[src/rtl/ball_presence_photo_detector_macros.svh]
// assertion macros shared by the ball presence detector rtl
// expects clk_i and rst_ni in the scope of the module that uses them
`ifndef BALL_PRESENCE_PHOTO_DETECTOR_MACROS_SVH
`define BALL_PRESENCE_PHOTO_DETECTOR_MACROS_SVH

// same-cycle implication
`define BPPD_ASSERT_SAME(lbl, ante, cons, msg) \
  lbl: assert property (@(posedge clk_i) disable iff (!rst_ni) (ante) |-> (cons)) \
    else $error(msg);

// next-cycle implication
`define BPPD_ASSERT_NEXT(lbl, ante, cons, msg) \
  lbl: assert property (@(posedge clk_i) disable iff (!rst_ni) (ante) |=> (cons)) \
    else $error(msg);

`endif

[src/rtl/bppd_pkg.sv]
// shared types and constants of the ball presence detector
// no dependencies
`default_nettype none

package bppd_pkg;

  localparam int unsigned FRAC_W     = 16;
  localparam int unsigned ALPHA_W    = 16;
  localparam int unsigned PCT_W      = 7;
  localparam int unsigned PCT_SCALE  = 100;
  localparam int unsigned CFG_IDX_W  = 2;
  localparam int unsigned CFG_DATA_W = 16;

  localparam logic [PCT_W-1:0]   PCT_RESET      = 7'd50;
  localparam int unsigned        BASE_MIN_RESET = 100;
  localparam logic [ALPHA_W-1:0] ALPHA_RESET    = 16'd655;

  typedef enum logic [CFG_IDX_W-1:0] {
    CFG_THR_PCT  = 2'd0,
    CFG_BASE_MIN = 2'd1,
    CFG_ALPHA    = 2'd2
  } cfg_idx_e;

  typedef enum logic {
    OP_CALIB = 1'b0,
    OP_RUN   = 1'b1
  } op_e;

  typedef struct packed {
    logic adv0;
    logic adv1;
    logic adv2;
  } pipe_adv_t;

endpackage

`default_nettype wire

[src/rtl/bppd_if.sv]
// channel interfaces: sample requests, result requests, register writes
// depends on bppd_pkg
`default_nettype none

interface bppd_smp_if #(parameter int unsigned SAMPLE_BITS = 12);
  logic                   valid;
  logic                   ready;
  logic                   op;
  logic [SAMPLE_BITS-1:0] photo_sample;
  logic                   current_captured;

  modport source (output valid, op, photo_sample, current_captured, input ready);
  modport sink (input valid, op, photo_sample, current_captured, output ready);
endinterface

interface bppd_res_if #(parameter int unsigned SAMPLE_BITS = 12);
  logic                   valid;
  logic                   ready;
  logic                   calib_done;
  logic                   sensor_fault;
  logic [SAMPLE_BITS-1:0] threshold;
  logic [SAMPLE_BITS-1:0] filtered_level;
  logic                   captured;

  modport source (output valid, calib_done, sensor_fault, threshold, filtered_level, captured,
                  input ready);
  modport sink (input valid, calib_done, sensor_fault, threshold, filtered_level, captured,
                output ready);
endinterface

interface bppd_cfg_if;
  logic                             valid;
  logic                             ready;
  logic [bppd_pkg::CFG_IDX_W-1:0]   index;
  logic [bppd_pkg::CFG_DATA_W-1:0]  data;

  modport source (output valid, index, data, input ready);
  modport sink (input valid, index, data, output ready);
endinterface

`default_nettype wire

[src/rtl/bppd_cfg.sv]
// configuration registers: threshold percent, baseline minimum, filter alpha
// depends on bppd_pkg and bppd_if
`default_nettype none

module bppd_cfg #(
  parameter int unsigned SAMPLE_BITS = 12
) (
  input  logic                           clk_i,
  input  logic                           rst_ni,
  bppd_cfg_if.sink                       cfg_i,
  output logic [bppd_pkg::PCT_W-1:0]     thr_pct_o,
  output logic [SAMPLE_BITS-1:0]         base_min_o,
  output logic [bppd_pkg::ALPHA_W-1:0]   alpha_o
);

  logic [bppd_pkg::PCT_W-1:0]   thr_pct_q;
  logic [SAMPLE_BITS-1:0]       base_min_q;
  logic [bppd_pkg::ALPHA_W-1:0] alpha_q;

  assign cfg_i.ready = 1'b1;

  always_ff @(posedge clk_i or negedge rst_ni) begin
    if (!rst_ni) begin
      thr_pct_q  <= bppd_pkg::PCT_RESET;
      base_min_q <= SAMPLE_BITS'(bppd_pkg::BASE_MIN_RESET);
      alpha_q    <= bppd_pkg::ALPHA_RESET;
    end else if (cfg_i.valid) begin
      unique case (cfg_i.index)
        bppd_pkg::CFG_THR_PCT:  thr_pct_q  <= cfg_i.data[bppd_pkg::PCT_W-1:0];
        bppd_pkg::CFG_BASE_MIN: base_min_q <= cfg_i.data[SAMPLE_BITS-1:0];
        bppd_pkg::CFG_ALPHA:    alpha_q    <= cfg_i.data[bppd_pkg::ALPHA_W-1:0];
        default: ;
      endcase
    end
  end

  assign thr_pct_o  = thr_pct_q;
  assign base_min_o = base_min_q;
  assign alpha_o    = alpha_q;

endmodule

`default_nettype wire

[src/rtl/bppd_calib.sv]
// calibration: sample accumulation, baseline by reciprocal multiply,
// threshold scaling over pipeline stages 0..2; depends on bppd_pkg
`default_nettype none

module bppd_calib #(
  parameter int unsigned CALIB_SAMPLES = 300,
  parameter int unsigned SAMPLE_BITS   = 12
) (
  input  logic                         clk_i,
  input  logic                         rst_ni,
  input  bppd_pkg::pipe_adv_t          adv_i,
  input  logic                         op_i,
  input  logic [SAMPLE_BITS-1:0]       sample_i,
  input  logic [bppd_pkg::PCT_W-1:0]   thr_pct_i,
  input  logic [SAMPLE_BITS-1:0]       base_min_i,
  output logic                         done_o,
  output logic                         fault_o,
  output logic [SAMPLE_BITS-1:0]       thr_o,
  output logic [SAMPLE_BITS-1:0]       thr_cur_o
);

  localparam int unsigned SUM_W    = $clog2(CALIB_SAMPLES * ((2 ** SAMPLE_BITS) - 1) + 1);
  localparam int unsigned CNT_W    = $clog2(CALIB_SAMPLES + 1);
  localparam int unsigned DIV_SH   = SUM_W + $clog2(CALIB_SAMPLES);
  localparam logic [63:0] RECIP    =
      ((64'd1 << DIV_SH) + 64'(CALIB_SAMPLES) - 64'd1) / 64'(CALIB_SAMPLES);
  localparam int unsigned RECIP_W  = SUM_W + 1;
  localparam int unsigned P1_W     = SUM_W + RECIP_W;
  localparam int unsigned P2_W     = SAMPLE_BITS + bppd_pkg::PCT_W;
  localparam int unsigned SH2      = P2_W + $clog2(bppd_pkg::PCT_SCALE);
  localparam logic [63:0] RECIP2   =
      ((64'd1 << SH2) + 64'(bppd_pkg::PCT_SCALE) - 64'd1) / 64'(bppd_pkg::PCT_SCALE);
  localparam int unsigned RECIP2_W = P2_W + 1;
  localparam int unsigned P3_W     = P2_W + RECIP2_W;
  localparam logic [SAMPLE_BITS-1:0] THR_MAX = '1;

  logic [SUM_W-1:0]       sum_q;
  logic [CNT_W-1:0]       cnt_q;
  logic                   cal_q;
  logic                   fin1_q;
  logic                   fin2_q;
  logic                   flt2_q;
  logic                   fault_q;
  logic [SAMPLE_BITS-1:0] thr_q;
  logic [P1_W-1:0]        p1_q;
  logic [P2_W-1:0]        p2_q;

  logic                   is_cal;
  logic                   cnt_full;
  logic                   add0;
  logic                   fin0;
  logic [P1_W-1:0]        p1_d;
  logic [P1_W-1:0]        p1_sh;
  logic [SAMPLE_BITS-1:0] baseline;
  logic                   flt1;
  logic [P2_W-1:0]        p2_d;
  logic [P3_W-1:0]        p3;
  logic [P3_W-1:0]        p3_sh;
  logic [P2_W-1:0]        quot;
  logic [SAMPLE_BITS-1:0] thr_sat;

  // stage 0: accumulate or mark the finishing request
  assign is_cal   = (op_i == bppd_pkg::OP_CALIB);
  assign cnt_full = (cnt_q == CNT_W'(CALIB_SAMPLES));
  assign add0     = is_cal && !cal_q && !cnt_full;
  assign fin0     = is_cal && !cal_q && cnt_full;
  assign p1_d     = {{RECIP_W{1'b0}}, sum_q} * {{SUM_W{1'b0}}, RECIP[RECIP_W-1:0]};

  // stage 1: baseline and percent product
  assign p1_sh    = p1_q >> DIV_SH;
  assign baseline = p1_sh[SAMPLE_BITS-1:0];
  assign flt1     = (baseline < base_min_i);
  assign p2_d     = P2_W'(baseline) * P2_W'(thr_pct_i);

  // stage 2: divide by the percent scale, saturate
  assign p3      = P3_W'(p2_q) * P3_W'(RECIP2[RECIP2_W-1:0]);
  assign p3_sh   = p3 >> SH2;
  assign quot    = p3_sh[P2_W-1:0];
  assign thr_sat = (quot > P2_W'(THR_MAX)) ? THR_MAX : quot[SAMPLE_BITS-1:0];

  assign done_o    = fin2_q;
  assign fault_o   = fault_q | (fin2_q & flt2_q);
  assign thr_o     = fin2_q ? (flt2_q ? '0 : thr_sat) : thr_q;
  assign thr_cur_o = thr_q;

  always_ff @(posedge clk_i or negedge rst_ni) begin
    if (!rst_ni) begin
      sum_q   <= '0;
      cnt_q   <= '0;
      cal_q   <= 1'b0;
      fin1_q  <= 1'b0;
      fin2_q  <= 1'b0;
      fault_q <= 1'b0;
      thr_q   <= '0;
    end else begin
      if (adv_i.adv0) begin
        fin1_q <= fin0;
        if (add0) begin
          sum_q <= sum_q + SUM_W'(sample_i);
          cnt_q <= cnt_q + CNT_W'(1);
        end
        if (fin0) begin
          cal_q <= 1'b1;
        end
      end
      if (adv_i.adv1) begin
        fin2_q <= fin1_q;
      end
      if (adv_i.adv2) begin
        fault_q <= fault_o;
        thr_q   <= thr_o;
      end
    end
  end

  always_ff @(posedge clk_i) begin
    if (adv_i.adv0) begin
      p1_q <= p1_d;
    end
    if (adv_i.adv1) begin
      p2_q   <= p2_d;
      flt2_q <= flt1;
    end
  end

endmodule

`default_nettype wire

[src/rtl/bppd_filter.sv]
// first-order low-pass filter of the photo level in q16 fixed point
// depends on bppd_pkg
`default_nettype none

module bppd_filter #(
  parameter int unsigned SAMPLE_BITS = 12
) (
  input  logic                         clk_i,
  input  logic                         rst_ni,
  input  bppd_pkg::pipe_adv_t          adv_i,
  input  logic                         op_i,
  input  logic [SAMPLE_BITS-1:0]       sample_i,
  input  logic [bppd_pkg::ALPHA_W-1:0] alpha_i,
  output logic [SAMPLE_BITS-1:0]       level_o
);

  localparam int unsigned FV_W   = SAMPLE_BITS + bppd_pkg::FRAC_W;
  localparam int unsigned DIFF_W = FV_W + 1;
  localparam int unsigned PROD_W = DIFF_W + bppd_pkg::ALPHA_W + 1;

  logic [FV_W-1:0]          filter_q;
  logic                     seeded_q;
  logic                     run;
  logic [FV_W-1:0]          x;
  logic [FV_W-1:0]          y;
  logic signed [DIFF_W-1:0] diff;
  logic signed [PROD_W-1:0] prod;
  logic signed [PROD_W-1:0] step;
  logic [FV_W-1:0]          filter_d;

  // y + floor(alpha * (x - y) / 2^16), seeded with the first sample
  assign run      = (op_i == bppd_pkg::OP_RUN);
  assign x        = {sample_i, {bppd_pkg::FRAC_W{1'b0}}};
  assign y        = seeded_q ? filter_q : x;
  assign diff     = $signed({1'b0, x}) - $signed({1'b0, y});
  assign prod     = diff * $signed({1'b0, alpha_i});
  assign step     = prod >>> bppd_pkg::FRAC_W;
  assign filter_d = y + step[FV_W-1:0];

  assign level_o = run ? filter_d[FV_W-1 -: SAMPLE_BITS] : filter_q[FV_W-1 -: SAMPLE_BITS];

  always_ff @(posedge clk_i or negedge rst_ni) begin
    if (!rst_ni) begin
      filter_q <= '0;
      seeded_q <= 1'b0;
    end else if (adv_i.adv0 && run) begin
      filter_q <= filter_d;
      seeded_q <= 1'b1;
    end
  end

endmodule

`default_nettype wire

[src/rtl/ball_presence_photo_detector.sv]
// Ball presence detector top level: input stage, pipeline, capture latch,
// result register. Depends on bppd_pkg, bppd_if, bppd_cfg, bppd_calib, bppd_filter.
//
// Usage:
//   smp_i carries sample requests: op (calibration or run), photo_sample and
//   current_captured. res_o returns exactly one result request per sample
//   request, in order. cfg_i writes the threshold percent, baseline minimum
//   and filter alpha; it is always ready and takes effect at once.
//   Every sample request passes an input register, two pipeline stages and a
//   result register. One request is taken every cycle while smp_i.ready
//   is high (throughput one per cycle).
//   The filter multiply lives in stage 0, the baseline reciprocal multiply
//   spans stages 0 and 1, and the percent scaling and capture latch stage 2.
//   Calibration completes on the first calibration request after
//   CALIB_SAMPLES accumulated ones; later calibration requests are ignored.
//   Reset clears calibration, filter and latch and loads register defaults.
//   When the receiver stalls, each stage keeps taking requests until it is
//   full, so smp_i.ready falls only when all four registers hold requests.
`default_nettype none

module ball_presence_photo_detector #(
  parameter int unsigned CALIB_SAMPLES = 300,
  parameter int unsigned SAMPLE_BITS   = 12
) (
  input  logic         clk_i,
  input  logic         rst_ni,
  bppd_smp_if.sink     smp_i,
  bppd_res_if.source   res_o,
  bppd_cfg_if.sink     cfg_i
);

`include "ball_presence_photo_detector_macros.svh"

  logic [bppd_pkg::PCT_W-1:0]   thr_pct;
  logic [SAMPLE_BITS-1:0]       base_min;
  logic [bppd_pkg::ALPHA_W-1:0] alpha;

  logic                   s0_v_q;
  logic                   s0_op_q;
  logic [SAMPLE_BITS-1:0] s0_sample_q;
  logic                   s0_cur_q;
  logic                   s1_v_q;
  logic                   s1_op_q;
  logic                   s1_cur_q;
  logic [SAMPLE_BITS-1:0] s1_level_q;
  logic                   s2_v_q;
  logic                   s2_op_q;
  logic                   s2_cur_q;
  logic [SAMPLE_BITS-1:0] s2_level_q;
  logic                   out_v_q;
  logic                   out_done_q;
  logic                   out_fault_q;
  logic [SAMPLE_BITS-1:0] out_thr_q;
  logic [SAMPLE_BITS-1:0] out_level_q;
  logic                   out_capt_q;
  logic                   latch_q;
  logic                   latch_d;

  logic                   rdy_out;
  logic                   rdy2;
  logic                   rdy1;
  logic                   rdy0;
  bppd_pkg::pipe_adv_t    adv;

  logic                   cal_done;
  logic                   cal_fault;
  logic [SAMPLE_BITS-1:0] cal_thr;
  logic [SAMPLE_BITS-1:0] thr_cur;
  logic [SAMPLE_BITS-1:0] s0_level;

  // per-stage ready chain
  assign rdy_out  = !out_v_q || res_o.ready;
  assign rdy2     = !s2_v_q || rdy_out;
  assign rdy1     = !s1_v_q || rdy2;
  assign rdy0     = !s0_v_q || rdy1;
  assign adv.adv0 = s0_v_q && rdy1;
  assign adv.adv1 = s1_v_q && rdy2;
  assign adv.adv2 = s2_v_q && rdy_out;

  assign smp_i.ready = rdy0;

  bppd_cfg #(
    .SAMPLE_BITS (SAMPLE_BITS)
  ) u_cfg (
    .clk_i      (clk_i),
    .rst_ni     (rst_ni),
    .cfg_i      (cfg_i),
    .thr_pct_o  (thr_pct),
    .base_min_o (base_min),
    .alpha_o    (alpha)
  );

  bppd_calib #(
    .CALIB_SAMPLES (CALIB_SAMPLES),
    .SAMPLE_BITS   (SAMPLE_BITS)
  ) u_calib (
    .clk_i      (clk_i),
    .rst_ni     (rst_ni),
    .adv_i      (adv),
    .op_i       (s0_op_q),
    .sample_i   (s0_sample_q),
    .thr_pct_i  (thr_pct),
    .base_min_i (base_min),
    .done_o     (cal_done),
    .fault_o    (cal_fault),
    .thr_o      (cal_thr),
    .thr_cur_o  (thr_cur)
  );

  bppd_filter #(
    .SAMPLE_BITS (SAMPLE_BITS)
  ) u_filter (
    .clk_i    (clk_i),
    .rst_ni   (rst_ni),
    .adv_i    (adv),
    .op_i     (s0_op_q),
    .sample_i (s0_sample_q),
    .alpha_i  (alpha),
    .level_o  (s0_level)
  );

  // capture latch, stage 2
  always_comb begin
    latch_d = latch_q;
    if (s2_op_q == bppd_pkg::OP_RUN) begin
      if (s2_level_q >= thr_cur) begin
        latch_d = 1'b0;
      end else if (s2_cur_q) begin
        latch_d = 1'b1;
      end
    end
  end

  always_ff @(posedge clk_i or negedge rst_ni) begin
    if (!rst_ni) begin
      s0_v_q  <= 1'b0;
      s1_v_q  <= 1'b0;
      s2_v_q  <= 1'b0;
      out_v_q <= 1'b0;
      latch_q <= 1'b0;
    end else begin
      if (rdy0) begin
        s0_v_q <= smp_i.valid;
      end
      if (rdy1) begin
        s1_v_q <= s0_v_q;
      end
      if (rdy2) begin
        s2_v_q <= s1_v_q;
      end
      if (rdy_out) begin
        out_v_q <= s2_v_q;
      end
      if (adv.adv2) begin
        latch_q <= latch_d;
      end
    end
  end

  always_ff @(posedge clk_i) begin
    if (rdy0 && smp_i.valid) begin
      s0_op_q     <= smp_i.op;
      s0_sample_q <= smp_i.photo_sample;
      s0_cur_q    <= smp_i.current_captured;
    end
    if (adv.adv0) begin
      s1_op_q    <= s0_op_q;
      s1_cur_q   <= s0_cur_q;
      s1_level_q <= s0_level;
    end
    if (adv.adv1) begin
      s2_op_q    <= s1_op_q;
      s2_cur_q   <= s1_cur_q;
      s2_level_q <= s1_level_q;
    end
    if (adv.adv2) begin
      out_done_q  <= cal_done;
      out_fault_q <= cal_fault;
      out_thr_q   <= cal_thr;
      out_level_q <= s2_level_q;
      out_capt_q  <= latch_d;
    end
  end

  assign res_o.valid          = out_v_q;
  assign res_o.calib_done     = out_done_q;
  assign res_o.sensor_fault   = out_fault_q;
  assign res_o.threshold      = out_thr_q;
  assign res_o.filtered_level = out_level_q;
  assign res_o.captured       = out_capt_q;

  `BPPD_ASSERT_NEXT(a_accept_lands, smp_i.valid && smp_i.ready, s0_v_q, "accepted request lost")
  `BPPD_ASSERT_SAME(a_latch_needs_thr, latch_q, thr_cur != '0, "latch set without threshold")
  `BPPD_ASSERT_NEXT(a_s2_holds, s2_v_q && !rdy_out, s2_v_q, "stalled stage 2 request dropped")

endmodule

`default_nettype wire
[src/flat_wrapper.sv]
// flat-port wrapper written by rule: the top's interface ports become plain ports
module ball_presence_photo_detector_flat 
#(
  parameter int unsigned CALIB_SAMPLES = 300,
  parameter int unsigned SAMPLE_BITS   = 12
)
  (clk_i, rst_ni, smp_i_valid, smp_i_op, smp_i_photo_sample, smp_i_current_captured, smp_i_ready, res_o_valid, res_o_calib_done, res_o_sensor_fault, res_o_threshold, res_o_filtered_level, res_o_captured, res_o_ready, cfg_i_valid, cfg_i_index, cfg_i_data, cfg_i_ready);
  bppd_smp_if #(.SAMPLE_BITS(SAMPLE_BITS)) smp_i_i ();
  bppd_res_if #(.SAMPLE_BITS(SAMPLE_BITS)) res_o_i ();
  bppd_cfg_if cfg_i_i ();
  input  logic clk_i;
  input  logic rst_ni;
  input wire logic [$bits(smp_i_i.valid)-1:0] smp_i_valid;
  input wire logic [$bits(smp_i_i.op)-1:0] smp_i_op;
  input wire logic [$bits(smp_i_i.photo_sample)-1:0] smp_i_photo_sample;
  input wire logic [$bits(smp_i_i.current_captured)-1:0] smp_i_current_captured;
  output wire logic [$bits(smp_i_i.ready)-1:0] smp_i_ready;
  output wire logic [$bits(res_o_i.valid)-1:0] res_o_valid;
  output wire logic [$bits(res_o_i.calib_done)-1:0] res_o_calib_done;
  output wire logic [$bits(res_o_i.sensor_fault)-1:0] res_o_sensor_fault;
  output wire logic [$bits(res_o_i.threshold)-1:0] res_o_threshold;
  output wire logic [$bits(res_o_i.filtered_level)-1:0] res_o_filtered_level;
  output wire logic [$bits(res_o_i.captured)-1:0] res_o_captured;
  input wire logic [$bits(res_o_i.ready)-1:0] res_o_ready;
  input wire logic [$bits(cfg_i_i.valid)-1:0] cfg_i_valid;
  input wire logic [$bits(cfg_i_i.index)-1:0] cfg_i_index;
  input wire logic [$bits(cfg_i_i.data)-1:0] cfg_i_data;
  output wire logic [$bits(cfg_i_i.ready)-1:0] cfg_i_ready;
  assign smp_i_i.valid = smp_i_valid;
  assign smp_i_i.op = smp_i_op;
  assign smp_i_i.photo_sample = smp_i_photo_sample;
  assign smp_i_i.current_captured = smp_i_current_captured;
  assign smp_i_ready = smp_i_i.ready;
  assign res_o_valid = res_o_i.valid;
  assign res_o_calib_done = res_o_i.calib_done;
  assign res_o_sensor_fault = res_o_i.sensor_fault;
  assign res_o_threshold = res_o_i.threshold;
  assign res_o_filtered_level = res_o_i.filtered_level;
  assign res_o_captured = res_o_i.captured;
  assign res_o_i.ready = res_o_ready;
  assign cfg_i_i.valid = cfg_i_valid;
  assign cfg_i_i.index = cfg_i_index;
  assign cfg_i_i.data = cfg_i_data;
  assign cfg_i_ready = cfg_i_i.ready;
  ball_presence_photo_detector #(.CALIB_SAMPLES(CALIB_SAMPLES), .SAMPLE_BITS(SAMPLE_BITS)) u_core (.clk_i(clk_i), .rst_ni(rst_ni), .smp_i(smp_i_i), .res_o(res_o_i), .cfg_i(cfg_i_i));
endmodule
[config.mk]
export PLATFORM = sky130hd
export DESIGN_NAME = ball_presence_photo_detector_flat
export DESIGN_NICKNAME = d
export VERILOG_FILES = /design/src/rtl/bppd_pkg.sv /design/src/rtl/bppd_if.sv /design/src/rtl/bppd_cfg.sv /design/src/rtl/bppd_calib.sv /design/src/rtl/bppd_filter.sv /design/src/rtl/ball_presence_photo_detector.sv /design/src/flat_wrapper.sv
export VERILOG_INCLUDE_DIRS = /design/src /design/src/rtl
export SDC_FILE = /design/constraint.sdc
export NUM_CORES = 2
export LEC_CHECK = 0
export ABC_AREA = 0
export ABC_CLOCK_PERIOD_IN_PS = 11300
export BUFFER_PORTS_ARGS = -buffer_cell sky130_fd_sc_hd__buf_2
export CAP_MARGIN = 25
export CELL_PAD_IN_SITES_DETAIL_PLACEMENT = 1
export CELL_PAD_IN_SITES_GLOBAL_PLACEMENT = 1
export CORE_ASPECT_RATIO = 1.4
export CORE_MARGIN = 2
export CORE_UTILIZATION = 53
export CTS_CLUSTER_SIZE = 20
export DETAILED_ROUTE_END_ITERATION = 8
export PLACE_DENSITY_LB_ADDON = 0.1
export SYNTH_ARGS = -nofsm -noshare
export SYNTH_HDL_FRONTEND = slang
export SYNTH_SLANG_ARGS = --single-unit
[constraint.sdc]
create_clock -name clk_i -period 11.3 [get_ports clk_i]
set_input_delay 2.26 -clock clk_i [delete_from_list [all_inputs] [get_ports clk_i]]
set_output_delay 2.26 -clock clk_i [all_outputs]
set_load 0.01 [all_outputs]
==> flow_metrics.tcl <==
set metrics [dict create \
    required_ns 11.60 \
    rows 120 \
    setup_violations 0 \
    met1_usage_pct 34.74 \
    cpMaxStageDelayCell "fa_1" \
    grtUsageMet2_pct 56.10 \
    clkLatencyLatePin_ns 0.61 \
    drv_cap 0 \
    boundaryPins 67 \
    syn_to_final_growth_pct 6.337 \
    final.period_utilization_pct 95.02 \
    rsz0062_at_grt "false" \
    final_cell_mix "inv_1 (1025), fa_1 (742), ha_1 (543)" \
    placed_cell_area_um2 42740 \
    worstMarginPinSlew_ns 0.9836 \
    grt_max_degree 63 \
    worst-path-buf-inv 8 \
    hp-class "reg -> reg" \
    grt_overflow 0 \
    portBuffers 65 \
    cts.sinks 216 \
    critPathMaxStageDelay_ns 0.72 \
    holdBufCountCts 0 \
    cts_root_buf "clkbuf_16" \
    max_freq_ghz 0.09314 \
    cp_max_fo 15 \
    cp_top_family "adder cells" \
    avgViaCountPerCell 5.484 \
    vias 28945 \
    post-dp-hpwl_um 95170 \
    hold_depth 0 \
    core_area_um2 76720 \
    final_common_cell "inv_1" \
    synth_edf_count 101 \
    clk_path_buf_depth 3 \
    critPathKind "reg -> reg" \
    drive_above_1_share_pct 6.720 \
    synthFlopType "dfrtp_1" \
    yosysSeqAreaShare_pct 14.42 \
    syn_nets 5501 \
    numCtsBuffers 27 \
    netlist_area_um2 41110 \
    drtIter0Drc 890 \
    worstSetupStartpointType "register" \
    reg2reg_depth 37 \
    grt_pass1_wl_um 182400 \
    grt_use_total_pct 29.70 \
    grt_util_met3_pct 2.011 \
    top_usage_layer "met2" \
    cts_tree "yes" \
    start_util_pct 53.58 \
    status "completed" \
    final_area_um2 43710 \
    report.final.slew_viol_count 0 \
    async_flop_share_pct 53.24 \
    ant_nets 0 \
    cp.depth 37 \
    cp.arrival_ns 11.04 \
    place.gp.congestion 0.8941 \
    die-area_um2 79830 \
    drc 0 \
    period_needed_ns 10.74 \
    wl_per_cell_um 21.46 \
    htree_levels 1 \
    final_nets 5542 \
    wl_um 113300 \
    synth_seq_cells 216 \
    n_antenna_cell 0 \
    cp-end-kind "register" \
    hold_viol 0 \
    fin_skew_ns 0.03238 \
    synth_area_per_cell_um2 9.837 \
    die_y_um 333.5 \
    antenna_found_initial 1 \
    tns_ns 0 \
    slew_headroom_pct 34.12 \
    dr.pass1.iters 5 \
    synthDistinctLibCells 88 \
    first_global_vias 33612 \
    syn_inst 4179 \
    yosys_warnings 0 \
    num-fill-cells 8633 \
    clk_pin_slew_ns 0.08 \
    die_w_um 239.4 \
]
what timing repair did:
item	CTS	global route
resized for setup	0	7
setup buffers	0	2
endpoints found under the setup margin	0	4
cells by family after synthesis:
family	after synthesis	synth area share, %
adders and majority gates	1285	52.66
buffers and inverters	1137	10.45
and+or+nand+nor	908	10.50
AOI/OAI and AO/OA	403	6.639
DFF	216	14.42
xor gates and xnor gates	158	3.421
muxes	71	1.908
other	1	0.009123
registers in the layout, summed over array words and instances (netlist names), 7 cells and up:
name / count
u_core.res_o.threshold: 12
u_core.u_calib.sum_q: 21
u_core.u_cfg.base_min_o: 12
u_core.s1_level_q: 12
u_core.u_calib.p2_q: 19
u_core.res_o.filtered_level: 12
u_core.s0_sample_q: 12
u_core.u_calib.p1_q: 12
u_core.u_calib.cnt_q: 9
u_core.u_cfg.thr_pct_o: 7
u_core.u_filter.filter_q: 28
u_core.s2_level_q: 12
u_core.u_calib.thr_cur_o: 12
u_core.u_cfg.alpha_o: 16
through the flow:
stage                     worst slack, ns  hold WS, ns  std cells  util (%)
final                              0.5629       0.4249       5278     56.97
after global routing              0.06579       0.4279       5278     56.97
after CTS                          0.4099       0.4255       5276     56.89
after detailed placement           0.5006       0.4090       5226     55.70
after global placement             0.6178       0.4045       5224     55.66
after floorplan                     1.260       0.4003       4179         -
path summary, 6_finish.rpt:
check / startpoint / endpoint / slack, ns
hold / removal: u_core.s1_level_q[6] / u_core.s2_level_q[6] / 0.42
setup reg to reg: u_core.u_filter.seeded_q / u_core.s1_level_q[11] / 0.56
setup / recovery: u_core.u_filter.seeded_q / u_core.s1_level_q[11] / 0.56
min in group asynchronous: rst_ni / u_core.u_filter.filter_q[15] / 1.61
hold reg to reg: u_core.s1_level_q[6] / u_core.s2_level_q[6] / 0.42
max in group asynchronous: rst_ni / u_core.u_calib.sum_q[19] / 8.34
worst reg2reg max path, delay by kind of cell, from the launching register on:
kind	cells	cell delay, ns
xor+xnor	2	0.42
simple gates	6	1.43
buf+inv	8	1.01
compound gates	12	2.66
fa+ha+maj	9	4.34
flops	1	0.57
cells in the mapped netlist, types with 26 or more instances:
| cell | number | area [um^2] |
|---|---|---|
| clkbuf_1 | 101 | 379.1 |
| edfxtp_1 | 101 | 3033 |
| nor2_1 | 76 | 285.3 |
| a21o_1 | 57 | 427.9 |
| nand3_1 | 31 | 155.2 |
| nor3_1 | 26 | 130.1 |
| and2_1 | 195 | 1220 |
| dfrtp_1 | 103 | 2577 |
| fa_1 | 742 | 14850 |
| a21oi_1 | 108 | 540.5 |
| ha_1 | 543 | 6794 |
| nand2_1 | 461 | 1730 |
| mux2_2 | 59 | 664.4 |
| o21ai_0 | 78 | 390.4 |
| xor2_1 | 51 | 446.7 |
| xnor2_1 | 104 | 910.9 |
| and3_1 | 38 | 237.7 |
| inv_1 | 1025 | 3847 |
metal layers:
metal | part of all wire [%] | up-vias
met4 | 4.7 | 0
met3 | 2.6 | 266
met2 | 54 | 561
met1 | 39 | 15145
li1 | - | 12973
met5 | 0 | -
final cells by class:
type	instances	area, um^2	area share [%]
clock buffer	36	750.7	1.717
inverter	1026	3851	8.810
sequential	216	5932	13.57
multi-input combinational	2826	30920	70.75
clock inverter	14	156.4	0.3578
timing repair buffer	123	799.5	1.829
tap	1037	1297	2.968
Power is left out: the tool's default activity adds up to more than one toggle a clock period on the data nets, which glitch-free logic cannot reach.
